[src/hdl/tlpc_pkg.sv]
// shared types and constants of the tank level pump controller
`default_nettype none

package tlpc_pkg;

    // field widths
    localparam int T_W        = 16;   // echo time in microseconds
    localparam int CM_W       = 10;   // distance registers in whole cm
    localparam int PCT_W      = 7;    // trigger percentage
    localparam int LVL_W      = 8;    // stored level
    localparam int MODE_W     = 3;
    localparam int MARGIN_W   = 6;    // lower margin in cm

    // echo time to Q8 cm: (t * 281) >> 6
    localparam int ECHO_SCALE = 281;
    localparam int ECHO_SC_W  = 9;
    localparam int ECHO_SHIFT = 6;
    localparam int PROD_W     = T_W + ECHO_SC_W;
    localparam int DQ_W       = PROD_W - ECHO_SHIFT;
    localparam int FRAC_W     = 8;

    // percentage mapping
    localparam int NUM_SCALE  = 100;
    localparam int NUM_W      = 17;   // |(d - empty) * 100| fits here
    localparam int CNT_W      = 5;    // divider step counter, holds NUM_W
    localparam int P_W        = NUM_W + 1;
    localparam int LVL_MAX    = 255;

    // event codes on the input
    localparam logic [MODE_W-1:0] MODE_ECHO    = 3'd0;
    localparam logic [MODE_W-1:0] MODE_BUTTON  = 3'd1;
    localparam logic [MODE_W-1:0] MODE_TOGGLE  = 3'd2;
    localparam logic [MODE_W-1:0] MODE_RMODE   = 3'd3;
    localparam logic [MODE_W-1:0] MODE_RRELAY  = 3'd4;

    // configuration port
    localparam int CFG_IDX_W  = 2;
    localparam int CFG_DATA_W = CM_W;
    localparam logic [CFG_IDX_W-1:0] CFG_EMPTY   = 2'd0;
    localparam logic [CFG_IDX_W-1:0] CFG_FULL    = 2'd1;
    localparam logic [CFG_IDX_W-1:0] CFG_TRIGGER = 2'd2;

    localparam logic [CM_W-1:0]  EMPTY_RST   = 10'd160;
    localparam logic [CM_W-1:0]  FULL_RST    = 10'd20;
    localparam logic [PCT_W-1:0] TRIGGER_RST = 7'd20;

    // queue between front and back
    localparam int QDEPTH = 2;
    localparam int QPTR_W = 1;
    localparam int QCNT_W = 2;

    typedef enum logic [2:0] {
        OP_ECHO,
        OP_BUTTON,
        OP_TOGGLE,
        OP_RMODE,
        OP_RRELAY,
        OP_NONE
    } t_op;

    typedef struct packed {
        t_op             op;
        logic [DQ_W-1:0] dq;
        logic            sv;
    } t_item;

    typedef struct packed {
        logic [CM_W-1:0]  empty_cm;
        logic [CM_W-1:0]  full_cm;
        logic [PCT_W-1:0] trigger;
    } t_cfg;

    typedef enum logic [1:0] {
        ST_IDLE,
        ST_DIV,
        ST_FIN
    } t_back_state;

endpackage

`default_nettype wire

[src/hdl/tlpc_in_if.sv]
// event channel interface
`default_nettype none

interface tlpc_in_if;
    logic                         valid;
    logic                         ready;
    logic [tlpc_pkg::MODE_W-1:0]  mode;
    logic [tlpc_pkg::T_W-1:0]     echo_time_us;
    logic                         set_value;

    modport source (output valid, output mode, output echo_time_us, output set_value,
                    input ready);
    modport sink   (input valid, input mode, input echo_time_us, input set_value,
                    output ready);
endinterface

`default_nettype wire

[src/hdl/tlpc_out_if.sv]
// result channel interface
`default_nettype none

interface tlpc_out_if;
    logic                         valid;
    logic                         ready;
    logic [tlpc_pkg::LVL_W-1:0]   level_percent;
    logic                         level_updated;
    logic                         pump_on;
    logic                         auto_active;

    modport source (output valid, output level_percent, output level_updated,
                    output pump_on, output auto_active, input ready);
    modport sink   (input valid, input level_percent, input level_updated,
                    input pump_on, input auto_active, output ready);
endinterface

`default_nettype wire

[src/hdl/tlpc_front.sv]
// front end: accepts events, decodes them and scales the echo time
`default_nettype none

module tlpc_front (
    tlpc_in_if.sink              i_evt,
    input  wire logic            i_full,
    output logic                 o_push,
    output tlpc_pkg::t_item      o_item
);

    logic [tlpc_pkg::PROD_W-1:0] prod;

    assign i_evt.ready = !i_full;
    assign o_push      = i_evt.valid && !i_full;

    // distance in Q14 cm, Q8 after dropping ECHO_SHIFT bits
    assign prod = tlpc_pkg::PROD_W'(i_evt.echo_time_us)
                * tlpc_pkg::PROD_W'(tlpc_pkg::ECHO_SCALE);

    always_comb begin
        o_item.dq = prod[tlpc_pkg::PROD_W-1:tlpc_pkg::ECHO_SHIFT];
        o_item.sv = i_evt.set_value;
        unique case (i_evt.mode)
            tlpc_pkg::MODE_ECHO:   o_item.op = tlpc_pkg::OP_ECHO;
            tlpc_pkg::MODE_BUTTON: o_item.op = tlpc_pkg::OP_BUTTON;
            tlpc_pkg::MODE_TOGGLE: o_item.op = tlpc_pkg::OP_TOGGLE;
            tlpc_pkg::MODE_RMODE:  o_item.op = tlpc_pkg::OP_RMODE;
            tlpc_pkg::MODE_RRELAY: o_item.op = tlpc_pkg::OP_RRELAY;
            default:               o_item.op = tlpc_pkg::OP_NONE;
        endcase
    end

endmodule

`default_nettype wire

[src/hdl/tlpc_fifo.sv]
// short queue of decoded events between front and back
`default_nettype none

module tlpc_fifo (
    input  wire logic            i_clk,
    input  wire logic            i_rst_n,
    input  wire logic            i_push,
    input  wire tlpc_pkg::t_item i_item,
    output logic                 o_full,
    input  wire logic            i_pop,
    output tlpc_pkg::t_item      o_head,
    output logic                 o_empty
);

    tlpc_pkg::t_item                r_mem [tlpc_pkg::QDEPTH];
    logic [tlpc_pkg::QPTR_W-1:0]    r_wr;
    logic [tlpc_pkg::QPTR_W-1:0]    r_rd;
    logic [tlpc_pkg::QCNT_W-1:0]    r_cnt;
    logic [tlpc_pkg::QCNT_W-1:0]    n_cnt;

    assign o_full  = (r_cnt == tlpc_pkg::QCNT_W'(tlpc_pkg::QDEPTH));
    assign o_empty = (r_cnt == '0);
    assign o_head  = r_mem[r_rd];

    always_comb begin
        n_cnt = r_cnt;
        if (i_push && !i_pop) begin
            n_cnt = r_cnt + 1'b1;
        end else if (i_pop && !i_push) begin
            n_cnt = r_cnt - 1'b1;
        end
    end

    always_ff @(posedge i_clk) begin
        if (!i_rst_n) begin
            r_wr  <= '0;
            r_rd  <= '0;
            r_cnt <= '0;
        end else begin
            r_cnt <= n_cnt;
            if (i_push) begin
                r_wr <= r_wr + 1'b1;
            end
            if (i_pop) begin
                r_rd <= r_rd + 1'b1;
            end
        end
    end

    always_ff @(posedge i_clk) begin
        if (i_push) begin
            r_mem[r_wr] <= i_item;
        end
    end

endmodule

`default_nettype wire

[src/hdl/tlpc_back.sv]
// back end: applies events to pump and mode state, maps level with a serial divider
`default_nettype none

module tlpc_back #(
    parameter int LOWER_MARGIN_CM = 15
) (
    input  wire logic            i_clk,
    input  wire logic            i_rst_n,
    input  wire tlpc_pkg::t_cfg  i_cfg,
    input  wire tlpc_pkg::t_item i_head,
    input  wire logic            i_empty,
    output logic                 o_pop,
    tlpc_out_if.source           o_res
);

    localparam logic [tlpc_pkg::CM_W:0] MARGIN = (tlpc_pkg::CM_W + 1)'(LOWER_MARGIN_CM);

    tlpc_pkg::t_back_state          r_st;
    tlpc_pkg::t_back_state          n_st;
    logic [tlpc_pkg::CNT_W-1:0]     r_cnt;

    logic                           r_pump;
    logic                           r_auto;
    logic [tlpc_pkg::LVL_W-1:0]     r_level;

    logic                           r_out_valid;
    logic [tlpc_pkg::LVL_W-1:0]     r_out_level;
    logic                           r_out_upd;
    logic                           r_out_pump;
    logic                           r_out_auto;

    // divider
    logic [tlpc_pkg::NUM_W-1:0]     r_quo;
    logic [tlpc_pkg::CM_W-1:0]      r_rem;
    logic [tlpc_pkg::CM_W-1:0]      r_div;
    logic                           r_neg;
    logic                           r_zero;
    logic                           r_near;

    logic                           out_free;
    logic                           load_ev;
    logic                           load_fin;
    logic                           div_start;

    logic [tlpc_pkg::CM_W:0]        lo_diff;
    logic                           lo_ok;
    logic                           hi_ok;
    logic                           near;
    logic                           echo_go;
    logic [tlpc_pkg::CM_W-1:0]      d_cm;
    logic [tlpc_pkg::CM_W-1:0]      diff;
    logic [tlpc_pkg::NUM_W-1:0]     num_mag;
    logic                           den_pos;
    logic                           den_zero;
    logic [tlpc_pkg::CM_W-1:0]      den_mag;
    logic                           ev_pump;
    logic                           ev_auto;

    logic [tlpc_pkg::CM_W:0]        trial;
    logic                           qbit;

    logic [tlpc_pkg::P_W-1:0]       p_val;
    logic                           below;
    logic [tlpc_pkg::LVL_W-1:0]     fin_level;
    logic                           fin_pump;

    assign out_free = !r_out_valid || o_res.ready;

    // range check and divider operands for the head event
    always_comb begin
        lo_diff  = {1'b0, i_cfg.full_cm} - MARGIN;
        lo_ok    = lo_diff[tlpc_pkg::CM_W]
                 || (i_head.dq > {1'b0, lo_diff[tlpc_pkg::CM_W-1:0], 8'b0});
        hi_ok    = i_head.dq < {1'b0, i_cfg.empty_cm, 8'b0};
        near     = i_head.dq < {1'b0, i_cfg.full_cm, 8'b0};
        echo_go  = (i_head.op == tlpc_pkg::OP_ECHO) && lo_ok && hi_ok;
        d_cm     = i_head.dq[tlpc_pkg::FRAC_W +: tlpc_pkg::CM_W];
        diff     = i_cfg.empty_cm - d_cm;
        num_mag  = tlpc_pkg::NUM_W'(diff) * tlpc_pkg::NUM_W'(tlpc_pkg::NUM_SCALE);
        den_pos  = i_cfg.full_cm > i_cfg.empty_cm;
        den_zero = i_cfg.full_cm == i_cfg.empty_cm;
        den_mag  = den_pos ? (i_cfg.full_cm - i_cfg.empty_cm)
                           : (i_cfg.empty_cm - i_cfg.full_cm);
    end

    // button and remote events
    always_comb begin
        ev_pump = r_pump;
        ev_auto = r_auto;
        unique case (i_head.op)
            tlpc_pkg::OP_BUTTON: begin
                if (r_auto) begin
                    ev_pump = 1'b0;
                end
                ev_auto = !r_auto;
            end
            tlpc_pkg::OP_TOGGLE: begin
                if (!r_auto) begin
                    ev_pump = !r_pump;
                end
            end
            tlpc_pkg::OP_RMODE: begin
                ev_auto = i_head.sv;
                if (!i_head.sv) begin
                    ev_pump = 1'b0;
                end
            end
            tlpc_pkg::OP_RRELAY: begin
                if (!r_auto) begin
                    ev_pump = i_head.sv;
                end
            end
            default: begin
            end
        endcase
    end

    // restoring divider step
    always_comb begin
        trial = {r_rem, r_quo[tlpc_pkg::NUM_W-1]};
        qbit  = trial >= {1'b0, r_div};
    end

    // finishing an echo: signed level, clamp, hysteresis
    always_comb begin
        if (r_zero) begin
            p_val = '0;
        end else if (r_neg) begin
            p_val = -{1'b0, r_quo};
        end else begin
            p_val = {1'b0, r_quo};
        end
        below = $signed(p_val) < $signed(tlpc_pkg::P_W'(i_cfg.trigger));
        if (r_zero || r_neg) begin
            fin_level = '0;
        end else if (r_quo > tlpc_pkg::NUM_W'(tlpc_pkg::LVL_MAX)) begin
            fin_level = tlpc_pkg::LVL_W'(tlpc_pkg::LVL_MAX);
        end else begin
            fin_level = r_quo[tlpc_pkg::LVL_W-1:0];
        end
        fin_pump = r_pump;
        if (r_auto && below) begin
            fin_pump = 1'b1;
        end
        if (r_auto && r_near) begin
            fin_pump = 1'b0;
        end
    end

    // next state
    always_comb begin
        n_st = r_st;
        unique case (r_st)
            tlpc_pkg::ST_IDLE: begin
                if (!i_empty && out_free && echo_go) begin
                    n_st = tlpc_pkg::ST_DIV;
                end
            end
            tlpc_pkg::ST_DIV: begin
                if (r_cnt == tlpc_pkg::CNT_W'(1)) begin
                    n_st = tlpc_pkg::ST_FIN;
                end
            end
            tlpc_pkg::ST_FIN: begin
                if (out_free) begin
                    n_st = tlpc_pkg::ST_IDLE;
                end
            end
            default: n_st = tlpc_pkg::ST_IDLE;
        endcase
    end

    // control outputs
    always_comb begin
        o_pop     = 1'b0;
        load_ev   = 1'b0;
        div_start = 1'b0;
        load_fin  = 1'b0;
        unique case (r_st)
            tlpc_pkg::ST_IDLE: begin
                o_pop     = !i_empty && out_free;
                load_ev   = o_pop && !echo_go;
                div_start = o_pop && echo_go;
            end
            tlpc_pkg::ST_FIN: begin
                load_fin  = out_free;
            end
            default: begin
            end
        endcase
    end

    always_ff @(posedge i_clk) begin
        if (!i_rst_n) begin
            r_st        <= tlpc_pkg::ST_IDLE;
            r_cnt       <= '0;
            r_pump      <= 1'b0;
            r_auto      <= 1'b1;
            r_level     <= '0;
            r_out_valid <= 1'b0;
        end else begin
            r_st <= n_st;
            if (div_start) begin
                r_cnt <= tlpc_pkg::CNT_W'(tlpc_pkg::NUM_W);
            end else if (r_st == tlpc_pkg::ST_DIV) begin
                r_cnt <= r_cnt - 1'b1;
            end
            if (load_ev) begin
                r_pump <= ev_pump;
                r_auto <= ev_auto;
            end else if (load_fin) begin
                r_pump  <= fin_pump;
                r_level <= fin_level;
            end
            if (load_ev || load_fin) begin
                r_out_valid <= 1'b1;
            end else if (o_res.ready) begin
                r_out_valid <= 1'b0;
            end
        end
    end

    always_ff @(posedge i_clk) begin
        if (div_start) begin
            r_quo  <= num_mag;
            r_rem  <= '0;
            r_div  <= den_mag;
            r_neg  <= den_pos;
            r_zero <= den_zero;
            r_near <= near;
        end else if (r_st == tlpc_pkg::ST_DIV) begin
            r_quo <= {r_quo[tlpc_pkg::NUM_W-2:0], qbit};
            r_rem <= qbit ? tlpc_pkg::CM_W'(trial - {1'b0, r_div})
                          : trial[tlpc_pkg::CM_W-1:0];
        end
        if (load_ev) begin
            r_out_level <= r_level;
            r_out_upd   <= 1'b0;
            r_out_pump  <= ev_pump;
            r_out_auto  <= ev_auto;
        end else if (load_fin) begin
            r_out_level <= fin_level;
            r_out_upd   <= 1'b1;
            r_out_pump  <= fin_pump;
            r_out_auto  <= r_auto;
        end
    end

    assign o_res.valid         = r_out_valid;
    assign o_res.level_percent = r_out_level;
    assign o_res.level_updated = r_out_upd;
    assign o_res.pump_on       = r_out_pump;
    assign o_res.auto_active   = r_out_auto;

    a_pop_nonempty: assert property (@(posedge i_clk) disable iff (!i_rst_n)
        o_pop |-> !i_empty)
        else $error("queue popped while empty");

    a_div_ends: assert property (@(posedge i_clk) disable iff (!i_rst_n)
        (r_st == tlpc_pkg::ST_DIV && r_cnt == tlpc_pkg::CNT_W'(1))
            |=> (r_st == tlpc_pkg::ST_FIN))
        else $error("divider did not finish on the last step");

    a_div_count: assert property (@(posedge i_clk) disable iff (!i_rst_n)
        (r_st == tlpc_pkg::ST_DIV) |-> (r_cnt != '0))
        else $error("divider running with zero steps left");

    a_auto_held: assert property (@(posedge i_clk) disable iff (!i_rst_n)
        (r_st != tlpc_pkg::ST_IDLE) |=> $stable(r_auto))
        else $error("mode changed during an echo");

    a_no_overwrite: assert property (@(posedge i_clk) disable iff (!i_rst_n)
        (load_ev || load_fin) |-> (!r_out_valid || o_res.ready))
        else $error("result register overwritten before taken");

endmodule

`default_nettype wire

[src/hdl/tank_level_pump_controller_unit.sv]
// top level of the tank level pump controller
// path: button and remote events and out-of-range echoes pass the queue and then the result
// register; an in-range echo also passes the serial divider and its finishing state
// throughput: one event a cycle for non-echo events while results are taken; an in-range
// echo holds the back end for the 17-step serial divider of the level mapping and ST_FIN
// reset (synchronous, active low): pump off, auto mode, level 0, queue empty, config defaults
`default_nettype none

module tank_level_pump_controller_unit #(
    parameter int LOWER_MARGIN_CM = 15
) (
    input  wire logic                                i_clk,
    input  wire logic                                i_rst_n,
    tlpc_in_if.sink                                  i_evt,
    tlpc_out_if.source                               o_res,
    input  wire logic                                i_cfg_we,
    input  wire logic [tlpc_pkg::CFG_IDX_W-1:0]      i_cfg_idx,
    input  wire logic [tlpc_pkg::CFG_DATA_W-1:0]     i_cfg_data
);

    // configuration registers, the user must write them only while the block is idle; not enforced
    tlpc_pkg::t_cfg     r_cfg;

    // front to queue
    logic               push;
    tlpc_pkg::t_item    item;
    logic               full;

    // queue to back
    logic               pop;
    tlpc_pkg::t_item    head;
    logic               empty;

    // config write port, unused index is dropped
    always_ff @(posedge i_clk) begin
        if (!i_rst_n) begin
            r_cfg.empty_cm <= tlpc_pkg::EMPTY_RST;
            r_cfg.full_cm  <= tlpc_pkg::FULL_RST;
            r_cfg.trigger  <= tlpc_pkg::TRIGGER_RST;
        end else if (i_cfg_we) begin
            unique case (i_cfg_idx)
                tlpc_pkg::CFG_EMPTY:   r_cfg.empty_cm <= i_cfg_data;
                tlpc_pkg::CFG_FULL:    r_cfg.full_cm  <= i_cfg_data;
                tlpc_pkg::CFG_TRIGGER: r_cfg.trigger  <= i_cfg_data[tlpc_pkg::PCT_W-1:0];
                default: begin
                end
            endcase
        end
    end

    // front: decode the event code, scale echo time to Q8 cm
    tlpc_front u_front (
        .i_evt  (i_evt),
        .i_full (full),
        .o_push (push),
        .o_item (item)
    );

    // two-entry queue lets the front keep taking beats while the divider runs, until it is full
    tlpc_fifo u_fifo (
        .i_clk   (i_clk),
        .i_rst_n (i_rst_n),
        .i_push  (push),
        .i_item  (item),
        .o_full  (full),
        .i_pop   (pop),
        .o_head  (head),
        .o_empty (empty)
    );

    // back: state updates, level mapping, result register
    tlpc_back #(
        .LOWER_MARGIN_CM (LOWER_MARGIN_CM)
    ) u_back (
        .i_clk   (i_clk),
        .i_rst_n (i_rst_n),
        .i_cfg   (r_cfg),
        .i_head  (head),
        .i_empty (empty),
        .o_pop   (pop),
        .o_res   (o_res)
    );

endmodule

`default_nettype wire
[src/flat_wrapper.sv]
// flat-port wrapper written by rule: the top's interface ports become plain ports
module tank_level_pump_controller_unit_flat 
#(
    parameter int LOWER_MARGIN_CM = 15
)
  (i_clk, i_rst_n, i_cfg_we, i_cfg_idx, i_cfg_data, i_evt_valid, i_evt_mode, i_evt_echo_time_us, i_evt_set_value, i_evt_ready, o_res_valid, o_res_level_percent, o_res_level_updated, o_res_pump_on, o_res_auto_active, o_res_ready);
  tlpc_in_if i_evt_i ();
  tlpc_out_if o_res_i ();
  input  wire logic i_clk;
  input  wire logic i_rst_n;
  input  wire logic i_cfg_we;
  input  wire logic [tlpc_pkg::CFG_IDX_W-1:0] i_cfg_idx;
  input  wire logic [tlpc_pkg::CFG_DATA_W-1:0] i_cfg_data;
  input wire logic [$bits(i_evt_i.valid)-1:0] i_evt_valid;
  input wire logic [$bits(i_evt_i.mode)-1:0] i_evt_mode;
  input wire logic [$bits(i_evt_i.echo_time_us)-1:0] i_evt_echo_time_us;
  input wire logic [$bits(i_evt_i.set_value)-1:0] i_evt_set_value;
  output wire logic [$bits(i_evt_i.ready)-1:0] i_evt_ready;
  output wire logic [$bits(o_res_i.valid)-1:0] o_res_valid;
  output wire logic [$bits(o_res_i.level_percent)-1:0] o_res_level_percent;
  output wire logic [$bits(o_res_i.level_updated)-1:0] o_res_level_updated;
  output wire logic [$bits(o_res_i.pump_on)-1:0] o_res_pump_on;
  output wire logic [$bits(o_res_i.auto_active)-1:0] o_res_auto_active;
  input wire logic [$bits(o_res_i.ready)-1:0] o_res_ready;
  assign i_evt_i.valid = i_evt_valid;
  assign i_evt_i.mode = i_evt_mode;
  assign i_evt_i.echo_time_us = i_evt_echo_time_us;
  assign i_evt_i.set_value = i_evt_set_value;
  assign i_evt_ready = i_evt_i.ready;
  assign o_res_valid = o_res_i.valid;
  assign o_res_level_percent = o_res_i.level_percent;
  assign o_res_level_updated = o_res_i.level_updated;
  assign o_res_pump_on = o_res_i.pump_on;
  assign o_res_auto_active = o_res_i.auto_active;
  assign o_res_i.ready = o_res_ready;
  tank_level_pump_controller_unit #(.LOWER_MARGIN_CM(LOWER_MARGIN_CM)) u_core (.i_clk(i_clk), .i_rst_n(i_rst_n), .i_evt(i_evt_i), .o_res(o_res_i), .i_cfg_we(i_cfg_we), .i_cfg_idx(i_cfg_idx), .i_cfg_data(i_cfg_data));
endmodule
[config.mk]
export PLATFORM = sky130hd
export DESIGN_NAME = tank_level_pump_controller_unit_flat
export DESIGN_NICKNAME = d
export VERILOG_FILES = /design/src/hdl/tlpc_pkg.sv /design/src/hdl/tlpc_in_if.sv /design/src/hdl/tlpc_out_if.sv /design/src/hdl/tlpc_front.sv /design/src/hdl/tlpc_fifo.sv /design/src/hdl/tlpc_back.sv /design/src/hdl/tank_level_pump_controller_unit.sv /design/src/flat_wrapper.sv
export SDC_FILE = /design/constraint.sdc
export NUM_CORES = 1
export LEC_CHECK = 0
export ABC_AREA = 1
export BUFFER_PORTS_ARGS = -buffer_cell sky130_fd_sc_hd__buf_2
export CAP_MARGIN = 40
export CORE_UTILIZATION = 30
export CTS_BUF_LIST = sky130_fd_sc_hd__clkbuf_4 sky130_fd_sc_hd__clkbuf_8
export DETAILED_ROUTE_END_ITERATION = 12
export PLACE_DENSITY = 0.47
export REMOVE_ABC_BUFFERS = 1
export SLEW_MARGIN = 10
export SYNTH_ARGS = -nofsm -noshare
export SYNTH_HDL_FRONTEND = slang
export SYNTH_HIERARCHICAL = 1
export SYNTH_SLANG_ARGS = --single-unit
export TNS_END_PERCENT = 30
[constraint.sdc]
create_clock -name i_clk -period 5.5 [get_ports i_clk]
set_input_delay 0.55 -clock i_clk [delete_from_list [all_inputs] [get_ports i_clk]]
set_output_delay 0.55 -clock i_clk [all_outputs]
set_load 0.05 [all_outputs]
# Word level (Yosys, flattened, before mapping)
# Memory sizes are Yosys's and may differ from the RTL's. A register that Yosys moved wholly into a read port is not among the register bits.
# Cells that the tools add are included.
# totals
mem_bits_rw	46
register_bits	100
elab_cells	143
n_memories	1
# classes
magnitude_cmp	7
mul	2
muxes	41
n_eq_ne	18
reduce_logical	37
n_bitwise	2
n_addsub	11
# memory_table
name	depth	width	read_ports	rd_clocked_by_memory_dff	write_ports	line_no	rtl
u_core.u_fifo.r_mem	2	23	1	1	1	tlpc_fifo.sv:15	tlpc_pkg::t_item r_mem [tlpc_pkg::QDEPTH];
# ops
operator	n
$sub 10x10->10	4
$lt 19x18->1	2
$mux 18	2
$mux 17	2
$mux 8	4
$mul 16x9->25 const B	1
$mux 1	20
$mux 10	2
$gt 19x18->1	1
$lt 18x8->1	1
$neg 17->18	1
$gt 17x8->1 const B	1
$mul 10x5->15 const B	1
$pmux 3 s5	1
$eq 3x2->1 const B	4
$ge 11x10->1	1
$sub 10x4->11 const B	1
$eq 10x10->1	1
$gt 10x10->1	1
$logic_and 1x1->1	10
$mux 2	5
$mux 5	2
$logic_not 1->1	8
$reduce_and 2->1	4
20 further kinds	38

# Logic depth before layout (Yosys ltp)
# depth
depth_word	10
mapped_depth	27

# Hierarchy
# The synthesis kept the hierarchy.
# by_module_without_submodules
mod	instances	area_per_inst_um2	cells_each
tlpc_back	1	7000.5	928
tlpc_front	1	2369.8	330
tlpc_fifo	1	1890.6	106
tank_level_pump_controller_unit	1	1159.9	165

# Worst setup path after synthesis
# Ideal clock, no wire load.
# synth_timing
kind	reg2reg
startpoint	register (tool-made name)
endpoint	register u_core/u_back/r_quo[14] in the netlist's numbering (data pin)
arrival_ns	4.395
n_path_buf	1
required_ns	5.234
synth_period_minus_slack_ns	4.661
path_stages_with_launch	25
slack_ns	0.839
setup_time_ns	0.266
path_cell_list	dfxtp_1 buf_6 mux2_2 ha_1 inv_1 fa_1 nand3_1 nand2_1 a21oi_1 o21bai_1 xor2_1 ha_1 ha_1 inv_1 fa_1 inv_1 ha_1 a21oi_1 o21ai_0 a21oi_1 nor2_1 o21ai_0 nand2_1 xor2_1 o22ai_1
# synth_rtl
item	line_no	rtl
end signal, assigned	tlpc_back.sv:225	r_quo <= num_mag;
end signal, assigned	tlpc_back.sv:232	r_quo <= {r_quo[tlpc_pkg::NUM_W-2:0], qbit};
end, declared	tlpc_back.sv:33	logic [tlpc_pkg::NUM_W-1:0] r_quo;

==> run_results.csv <==
group,metric,value,unit
logic_synthesis,synth.distinct_cells,58,
setup_path,cp.depth,23,
die,die_h,205,um
timing,relSlewSlack,0.501,
placement,detailedPlace.worstSlack,0.593,ns
timing,tightest_slew,0.748,ns
finish,layout_commonest_cell,"nand2_1",
placement,portBuffers,49,
die,die_area,42200,um2
power_and_ir_drop,power,8.60,mW
finish,nets,1835,
setup_path,worst-path-buf-inv,4,
clocking,cts_tree,"done",
global_route,grt_usage,0.143,
worst_hold_path,min_to,"u_core/u_fifo/r_mem[0][0]$_DFFE_PP_",
finish,drive_gt1_frac,0.110,
timing,fin_crit_sh,0.892,
logic_synthesis,syn_inst,1529,
setup_path,path_class,"reg -> reg",
setup_path,cp_slowest_stage_delay,0.40,ns
die,core,40800,um2
global_route,grt_pass1_wl,47.8,mm
power_and_ir_drop,power.density,629,nW/um2
placement,gp_congestion,0.904,
drt,drt_first_pass_iters,4,
logic_synthesis,synth_area_leaders,"edfxtp_1 (20%), ha_1 (18%), dfxtp_1 (10%), nand2_1 (8.3%), inv_1 (8.2%)",
die,die_w,205,um
setup_path,reg2reg_setup_slack,0.59,ns
logic_synthesis,synthFlopType,"edfxtp_1",
clocking,post-cts-setup-buffers,0,
clocking,cts_resized,0,
logic_synthesis,yosysSeqAreaShare,0.305,
clocking,clock-sinks,147,
logic_synthesis,synth.cell_area,12400,um2
power_and_ir_drop,irDropWorstVdd,0.000583,V
setup_path,r2r_cells,23,
logic_synthesis,yosysTopAreaCell,"edfxtp_1",
drt,highest_layer,"met4",
global_route,grt_max_degree,40,
clocking,clkSlewWorstSetupHoldPaths,0.10,ns
global_route,overflow,0,
worst_hold_path,min-delay-start,"i_evt_set_value",
global_route,grt_antenna_before_repair,0,
setup_path,cp_max_fo,10,
clocking,numCtsBuffers,17,
flow_run,max_cap_viol_count,0,
setup_path,cp_slowest_cell,"mux2_2",
timing,hold_violations,0,
timing,clock_skew,0.0195,ns
setup_path,crit_chain,"buf_4 -> mux2_2 -> ha_1 -> a21oi_2 -> nand2_1 -> inv_2 -> o21bai_1 -> a21oi_2 -> nor2_1 -> a211o_1 -> xor2_1 -> inv_1 -> ha_1 -> ha_1 -> ha_1 -> ha_1 -> inv_1 -> nor3_1 -> nand3_1 -> o2111ai_1 -> a21oi_1 -> o21ai_0 -> o21ai_0",
finish,diodes,0,
timing,setup_viol,0,
die,start_util,0.304,
logic_synthesis,ys_seq_elements,147,
drt,dr_wl_met3,575,um
setup_path,worstReg2RegEnd,"u_core/u_back/r_quo[16]$_DFFE_PP_",
global_route,grt_pass1_vias,9421,
drt,final_antenna_net_count,0,
clocking,clkLatencyLatePin,0.47,ns
placement,dpl.hpwl,23.8,mm
setup_path,crit_top_cell,"ha_1",
clocking,htree_levels,4,
power_and_ir_drop,leakagePower,6.63,nW
logic_synthesis,synthArstFlopShare,0,
setup_path,cp_data_required_time,5.71,ns
timing,setup_tns,0,ns
drt,wirelength_met1,13.8,mm
run_status,status,"finished, final reports clean",
timing,post-route-min-period,4.91,ns
timing,fmax,0.204,GHz
drt,drt_iter0_drc,486,
drt,wl_per_cell,13.7,um
die,fp-row-count,74,
setup_path,startpoint_type,"register",
setup_path,crit_family,"adder cells",
die,ios,50,
timing,maxSlewViolCount,0,
drt,finalWirelength,29.1,mm
setup_path,worstPathArrival,5.11,ns
drt,num_vias,9694,
timing,rsz0062_at_grt,"false",
clocking,hold_buffers,0,
finish,area_growth_syn_to_layout,10.1,%
setup_path,end_kind,"register",
finish,final_cell_mix,"nand2_1 (274), inv_1 (272), ha_1 (182)",
logic_synthesis,synth_top_area_frac,0.203,
logic_synthesis,syn_avg_cell_area,8.12,um2
logic_synthesis,synth-edff-count,84,
worst_hold_path,holdCritPathClass,"in -> reg",
drt,drc,0,
worst_hold_path,hold_depth,1,
drt,viasPerCell,4.55,
clocking,cts_buffer_depth,2,
clocking,cts_root_buf,"clkbuf_8",
timing,worst_slack,0.595,ns
drt,wl_met2,14.4,mm
logic_synthesis,yosysWarnings,6,
-- how the worst max path moves through the flow --
stage	start	endpoint	slack, ns
final	register	u_core/u_back/r_quo[16]$_DFFE_PP_	0.59
after global routing	register	u_core/u_back/r_quo[16]$_DFFE_PP_	0.13
after CTS	register	u_core/u_back/r_quo[16]$_DFFE_PP_	0.56
after detailed placement	register	u_core/u_back/r_quo[16]$_DFFE_PP_	0.59
after global placement	register	u_core/u_back/r_quo[16]$_DFFE_PP_	0.65
after floorplan	register	u_core/u_back/r_quo[14]$_DFFE_PP_	0.55
-- metrics by stage --
stage / util / std cells / instance area [um2] / hold WS [ns]
2_1_floorplan: - / 1503 / 12200 / 0.419
3_3_place_gp: 0.324 / 2095 / 13200 / 0.429
3_5_place_dp: 0.325 / 2097 / 13300 / 0.436
4_1_cts: 0.335 / 2129 / 13700 / 0.225
5_1_grt: 0.335 / 2129 / 13700 / 0.227
6_report: 0.335 / 2129 / 13700 / 0.274
-- sequential cells by signal, summed over array words and instances (netlist names), 2 cells and up, named ones only --
signal and count:
u_core/r_cfg 27, u_core/u_back/o_res.level_percent 8, u_core/u_back/r_cnt 5, u_core/u_back/r_div 10, u_core/u_back/r_level 8, u_core/u_back/r_quo 17
u_core/u_back/r_rem 10, u_core/u_back/r_st 2, u_core/u_fifo/r_cnt 2, u_core/u_fifo/r_mem 46
-- power breakdown --
part           switching (mW)  internal (mW)  leakage [nW]
Combinational            3.70           2.42          5.12
Clock                   0.519          0.345         0.201
Sequential              0.112           1.50          1.31
Total                    4.34           4.26          6.63
-- cell families (layout without fill, tap and decap cells) --
group | count (synthesis) | in the layout | share of synthesized area
DFF | 147 | 147 | 0.305
adders and majority gates | 214 | 214 | 0.235
AOI/OAI and AO/OA | 240 | 240 | 0.109
and+or+nand+nor | 540 | 540 | 0.190
xor gates and xnor gates | 56 | 56 | 0.0395
buffers and inverters | 306 | 374 | 0.0991
muxes | 26 | 26 | 0.0233
-- final cells by class --
| class | count | area [um2] |
|---|---|---|
| inverter | 280 | 1050 |
| multi-input combinational | 1076 | 7410 |
| clock buffer | 17 | 234 |
| tap | 532 | 666 |
| fill | 4338 | 27200 |
| timing repair buffer | 62 | 375 |
| sequential | 147 | 3780 |
| clock inverter | 15 | 159 |
-- cells in the mapped netlist (4+ instances only) --
master,number
clkbuf_1,6
nand3_1,69
nor3_1,15
o21ai_0,76
o22ai_1,9
fa_1,32
dfxtp_1,63
a31oi_1,4
a22oi_1,7
buf_6,7
nand2_2,20
buf_2,8
nand4_1,13
a211oi_1,5
o21ai_1,9
xor2_1,46
ha_1,182
xnor2_1,10
mux2_2,23
nand2_1,274
nand3_2,4
a21oi_2,5
nor2_1,118
o21bai_1,5
nor4_1,4
nor2_2,9
o2111ai_1,4
edfxtp_1,84
inv_1,272
inv_2,8
a21oi_1,99
-- per-layer routing --
layer	track usage	vias to the layer above
li1	-	5116
met1	0.182	4471
met2	0.252	91
met3	0.0184	16
met4	0.0376	0
met5	0	-
Note: power is estimated with default switching activity, not from simulation.
